$ cat src/rtl/core/bafs_pkg.sv
// ----------------------------------------------------------------------------
// Bounded address FIFO with search: shared package
// Sizes, operation and status codes, control structs and the byte swap.
// ----------------------------------------------------------------------------
package bafs_pkg;

   localparam int DEPTH       = 64;
   localparam int ENTRY_W     = 32;
   localparam int CNT_W       = $clog2(DEPTH + 1);
   localparam int LIMIT_W     = 7;
   localparam int OCC_W       = 7;
   localparam int CMP_W       = CNT_W + LIMIT_W;
   localparam int LIMIT_RESET = 50;

   typedef enum logic [1:0] {
      FUNC_PUSH   = 2'd0,
      FUNC_POP    = 2'd1,
      FUNC_SEARCH = 2'd2
   } func_type;

   typedef enum logic [1:0] {
      STATUS_OK        = 2'd0,
      STATUS_FULL      = 2'd1,
      STATUS_EMPTY     = 2'd2,
      STATUS_NOT_FOUND = 2'd3
   } status_type;

   typedef enum logic [2:0] {
      FSM_IDLE   = 3'b001,
      FSM_EXEC   = 3'b010,
      FSM_REDUCE = 3'b100
   } fsm_type;

   // Per-cell control: shift toward the head, load the push word, compare.
   typedef struct packed {
      logic shift;
      logic load;
      logic compare;
   } cell_ctl_type;

   // Row-level control from the sequencer.
   typedef struct packed {
      logic pop;
      logic push;
      logic search;
   } chain_ctl_type;

   function automatic logic [ENTRY_W-1:0] swap_bytes(input logic [ENTRY_W-1:0] v);
      swap_bytes = {v[7:0], v[15:8], v[23:16], v[31:24]};
   endfunction

endpackage

$ cat src/rtl/core/bafs_cell.sv
// ----------------------------------------------------------------------------
// Bounded address FIFO with search: storage cell
// Holds one entry, takes its neighbor's entry on a pop and flags a match.
// ----------------------------------------------------------------------------
module bafs_cell
   import bafs_pkg::*;
(
   input  logic                clock,
   input  cell_ctl_type        ctl,
   input  logic                held,
   input  logic [ENTRY_W-1:0]  next_entry,
   input  logic [ENTRY_W-1:0]  load_data,
   input  logic [ENTRY_W-1:0]  key,
   output logic [ENTRY_W-1:0]  entry,
   output logic                hit
);

   logic [ENTRY_W-1:0] entry_ff;
   logic [ENTRY_W-1:0] entry_in;
   logic               hit_ff;
   logic               hit_in;

   always_comb begin
      entry_in = entry_ff;
      if (ctl.shift) begin
         entry_in = next_entry;
      end else if (ctl.load) begin
         entry_in = load_data;
      end
   end

   assign hit_in = ctl.compare ? (held && (entry_ff == key)) : hit_ff;

   always_ff @(posedge clock) begin
      entry_ff <= entry_in;
      hit_ff   <= hit_in;
   end

   assign entry = entry_ff;
   assign hit   = hit_ff;

endmodule

$ cat src/rtl/core/bafs_chain.sv
// ----------------------------------------------------------------------------
// Bounded address FIFO with search: row of cells
// Cell 0 holds the oldest entry; a push lands in the first free cell.
// ----------------------------------------------------------------------------
module bafs_chain
   import bafs_pkg::*;
(
   input  logic                clock,
   input  chain_ctl_type       ctl,
   input  logic [CNT_W-1:0]    count,
   input  logic [ENTRY_W-1:0]  push_data,
   input  logic [ENTRY_W-1:0]  key,
   output logic [ENTRY_W-1:0]  head_entry,
   output logic                any_hit
);

   logic [ENTRY_W-1:0] entry_vec [DEPTH];
   logic [DEPTH-1:0]   hit_vec;

   for (genvar k = 0; k < DEPTH; k++) begin : g_cell
      cell_ctl_type       cell_ctl;
      logic [ENTRY_W-1:0] next_entry;
      logic               held;

      assign cell_ctl.shift   = ctl.pop;
      assign cell_ctl.load    = ctl.push && (count == CNT_W'(k));
      assign cell_ctl.compare = ctl.search;
      assign held             = CNT_W'(k) < count;

      if (k == DEPTH - 1) begin : g_last
         assign next_entry = '0;
      end else begin : g_mid
         assign next_entry = entry_vec[k+1];
      end

      bafs_cell u_cell (
         .clock      (clock),
         .ctl        (cell_ctl),
         .held       (held),
         .next_entry (next_entry),
         .load_data  (push_data),
         .key        (key),
         .entry      (entry_vec[k]),
         .hit        (hit_vec[k])
      );
   end

   assign head_entry = entry_vec[0];
   assign any_hit    = |hit_vec;

endmodule

$ cat config.mk
export PLATFORM = sky130hd
export DESIGN_NAME = bafs_chain
export DESIGN_NICKNAME = d
export VERILOG_FILES = /design/src/rtl/core/bafs_pkg.sv /design/src/rtl/core/bafs_cell.sv /design/src/rtl/core/bafs_chain.sv
export SDC_FILE = /design/constraint.sdc
export NUM_CORES = 2
export LEC_CHECK = 0
export BUFFER_PORTS_ARGS = -buffer_cell sky130_fd_sc_hd__clkbuf_2
export CORE_UTILIZATION = 52
export DETAILED_ROUTE_END_ITERATION = 6
export PLACE_DENSITY = 0.68
export SLEW_MARGIN = 20
export SYNTH_ARGS = -nofsm -noshare
export SYNTH_HDL_FRONTEND = slang
export SYNTH_SLANG_ARGS = --single-unit
$ cat constraint.sdc
create_clock -name clock -period 7.9 [get_ports clock]
set_clock_uncertainty 0.15 [all_clocks]
set_input_delay 1.58 -clock clock [delete_from_list [all_inputs] [get_ports clock]]
set_output_delay 1.58 -clock clock [all_outputs]
set_load 0.05 [all_outputs]
==> flow_metrics.tcl <==
set metrics [dict create \
    worstSetupEndpointType "output port" \
    ys.flop_type "sky130_fd_sc_hd__edfxtp_1" \
    number_of_setup_violations_in_the_final_report 0 \
    ant_nets 0 \
    clock_sinks 2112 \
    ys_warn_count 0 \
    die_width_um 453 \
    floorplan.die_area_um2 205000 \
    post_cts_hold_buffer_count 0 \
    critPathArrivalTime_ps 3880 \
    cts-buffers-inserted 217 \
    route.detailed.drc 0 \
    drt_wl_total_mm 391 \
    globalRouteOverflowTotal 0 \
    worst_setup_path_startpoint "g_cell[58].u_cell.hit" \
    worst_hold_launch "g_cell[63].u_cell.entry[16]" \
    row_count 165 \
    dr.max_layer_used "met5" \
    synth-edff-count 2080 \
    final_common_cell "sky130_fd_sc_hd__nand2_1" \
    final_cell_area_um2 116000 \
    vias 79200 \
    postSynthAreaPerCell_um2 10.6 \
    cts_repair_resize_count 0 \
    htree_num_levels 4 \
    reg2reg_setup_slack_ps 4900 \
    achievable-frequency_mhz 178 \
    floorplan.die.height_um 453 \
    fp.coreArea_um2 202000 \
    clk_pin_slew_ps 60 \
    wl_met3_mm 50.2 \
    largest_fanout_on_the_critical_path 1 \
    final_max_slew_viol_count 0 \
    gr-usage-all-layers_pct 37.5 \
    synth-seq-cells 2112 \
    outcome "completed" \
    tightest_slew_ps 1360 \
    final.hold.worst_slack_ps 337 \
    avgViaCountPerCell 6.26 \
    worstSetupStartpointType "register" \
    cts_post_setup_buffers_inserted 0 \
    drt-met1-wl_mm 139 \
    tritoncts_clock_tree "built" \
    syn_std_cell_area_um2 106000 \
    power_per_cell_area_nw_per_um2 241 \
    cellLeakagePower_nw 48.7 \
    max_cap_viol_count 0 \
    drt_first_iter_violations 13300 \
    post_synthesis_async_set_or_reset_flop_share_pct 0 \
    synth_sequential_area_ratio_pct 59.6 \
    avgRoutedWirePerCell_um 30.9 \
    yosysUniqueCellTypes 47 \
    grt_pass1_vias 76800 \
    weighted_congestion_reported_at_the_end_of_routability_driven_placement 0.987 \
    cts-root-to-sink-buffers 3 \
    dpl-instance-area_um2 109000 \
    setup_tns_ps 0 \
    ios 108 \
    wire_length_of_the_first_global_routing_pass_mm 551 \
    worstReg2RegStart "g_cell[10].u_cell.entry[8]" \
    mostFrequentLayoutCells "sky130_fd_sc_hd__nand2_1, sky130_fd_sc_hd__edfxtp_1, sky130_fd_sc_hd__xor2_1" \
    post-route-period-util_pct 71.0 \
    timing.final.crit_period_ps 5610 \
    vdd_ir_drop_max_uv 248 \
    nNetsFinal 9854 \
    clkLatencyLatePin_ps 870 \
    drive_above_1_share_pct 6.83 \
    wl_met2_mm 175 \
    detailed_place_hpwl_mm 244 \
    buffer_ports.inserted 107 \
    max_slew_margin_pct 8.36 \
    floorplan.initialDensity_pct 52.3 \
    grt_antenna_before_repair 19 \
    syn_to_final_growth_pct 9.31 \
    critPathKind "register to output port" \
    netlist_instances 9960 \
    grt_start_max_net_pins 275 \
    finalHoldViolations 0 \
    synth_fp_nets 10000 \
    worst_ep_required_time_ps 6170 \
    min_path_type "register to register" \
    ctsRootBufferMaster "sky130_fd_sc_hd__clkbuf_16" \
    rsz_0062_raised_after_global_routing "false" \
    drt_first_pass_iters 6 \
]
sequential cells by signal, indices dropped and copies added, names as in the netlist:
signal               count
g_cell.u_cell.entry   2048
g_cell.u_cell.hit       64
path summary, 6_finish.rpt:
kind	to	depth (start not counted)
worst max register to register	g_cell[10].u_cell.hit	4
worst min-delay path	g_cell[63].u_cell.entry[16]	2
worst max-delay path	any_hit	4
worst min register to register	g_cell[63].u_cell.entry[16]	2
critical path, stage by stage, from the launching register on:
cell and delay [ps]:
sky130_fd_sc_hd__edfxtp_1 420, sky130_fd_sc_hd__nor4_1 1080, sky130_fd_sc_hd__nand4_1 410, sky130_fd_sc_hd__or4_1 740, sky130_fd_sc_hd__clkbuf_2 320
layer usage:
layer	GRT usage, %	vias up
met3	9.37	1403
li1	-	32800
met5	0	-
met2	58.0	6240
met4	21.4	26
met1	48.2	38700
per-stage QoR:
stage               setup WS [ps]  std cells  utilization (%)  power, W
global placement             2890      12200             53.7    0.0175
floorplan                    1650       9960                -    0.0161
detailed placement           2890      12200             53.7    0.0175
finish                       2290      12700             57.2    0.0278
CTS                          2380      12600             57.1    0.0277
global route                 2420      12600             57.2    0.0285
layout make-up:
cell class | count | area (µm²)
Sequential cell | 2112 | 63100
Tap cell | 2672 | 3340
Clock inverter | 140 | 1290
Clock buffer | 267 | 5700
Multi-Input combinational cell | 7157 | 39900
Antenna cell | 11 | 27.5
Timing Repair Buffer | 284 | 2340
Fill cell | 17000 | 86600
Inverter | 7 | 31.3
synth_stat cells, types with 2 or more instances:
cell type / count / share of area (%)
sky130_fd_sc_hd__or4_1: 3 / 0.021
sky130_fd_sc_hd__a2111oi_2: 10 / 0.14
sky130_fd_sc_hd__nand4_1: 114 / 0.67
sky130_fd_sc_hd__o21ai_0: 26 / 0.12
sky130_fd_sc_hd__o31ai_1: 13 / 0.092
sky130_fd_sc_hd__xor2_1: 1801 / 15
sky130_fd_sc_hd__a21o_1: 4 / 0.028
sky130_fd_sc_hd__nor4_1: 459 / 2.7
sky130_fd_sc_hd__buf_1: 13 / 0.046
sky130_fd_sc_hd__nor2_1: 20 / 0.071
sky130_fd_sc_hd__and3_1: 3 / 0.018
sky130_fd_sc_hd__dfxtp_1: 32 / 0.61
sky130_fd_sc_hd__or2_2: 3 / 0.018
sky130_fd_sc_hd__a21oi_1: 38 / 0.18
sky130_fd_sc_hd__inv_1: 6 / 0.021
sky130_fd_sc_hd__nor3_1: 82 / 0.39
sky130_fd_sc_hd__clkbuf_1: 398 / 1.4
sky130_fd_sc_hd__nand3_1: 79 / 0.37
sky130_fd_sc_hd__buf_2: 148 / 0.70
sky130_fd_sc_hd__o211ai_1: 3 / 0.021
sky130_fd_sc_hd__nand2_1: 4197 / 15
sky130_fd_sc_hd__edfxtp_1: 2080 / 59
sky130_fd_sc_hd__nor2b_1: 5 / 0.030
sky130_fd_sc_hd__xnor2_1: 245 / 2.0
sky130_fd_sc_hd__o41ai_1: 2 / 0.017
sky130_fd_sc_hd__buf_6: 64 / 0.68
sky130_fd_sc_hd__nor3b_1: 3 / 0.021
sky130_fd_sc_hd__or3_1: 5 / 0.030
sky130_fd_sc_hd__o2111ai_1: 27 / 0.22
sky130_fd_sc_hd__buf_4: 60 / 0.43
kinds of logic after synthesis:
group	count (synthesis)	synth area share (%)
xor gates and xnor gates	2046	16.9
and+or+nand+nor	4981	19.3
AOI/OAI and AO/OA	130	0.880
buffers and inverters	691	3.30
DFF	2112	59.6
power breakdown:
part | leakage, nW | internal (W) | switching (W)
registers | 20.9 | 0.0134 | 0.000705
logic | 24.4 | 0.00101 | 0.00238
clock network | 3.42 | 0.00580 | 0.00459
Note: power is estimated with default switching activity, not from simulation.
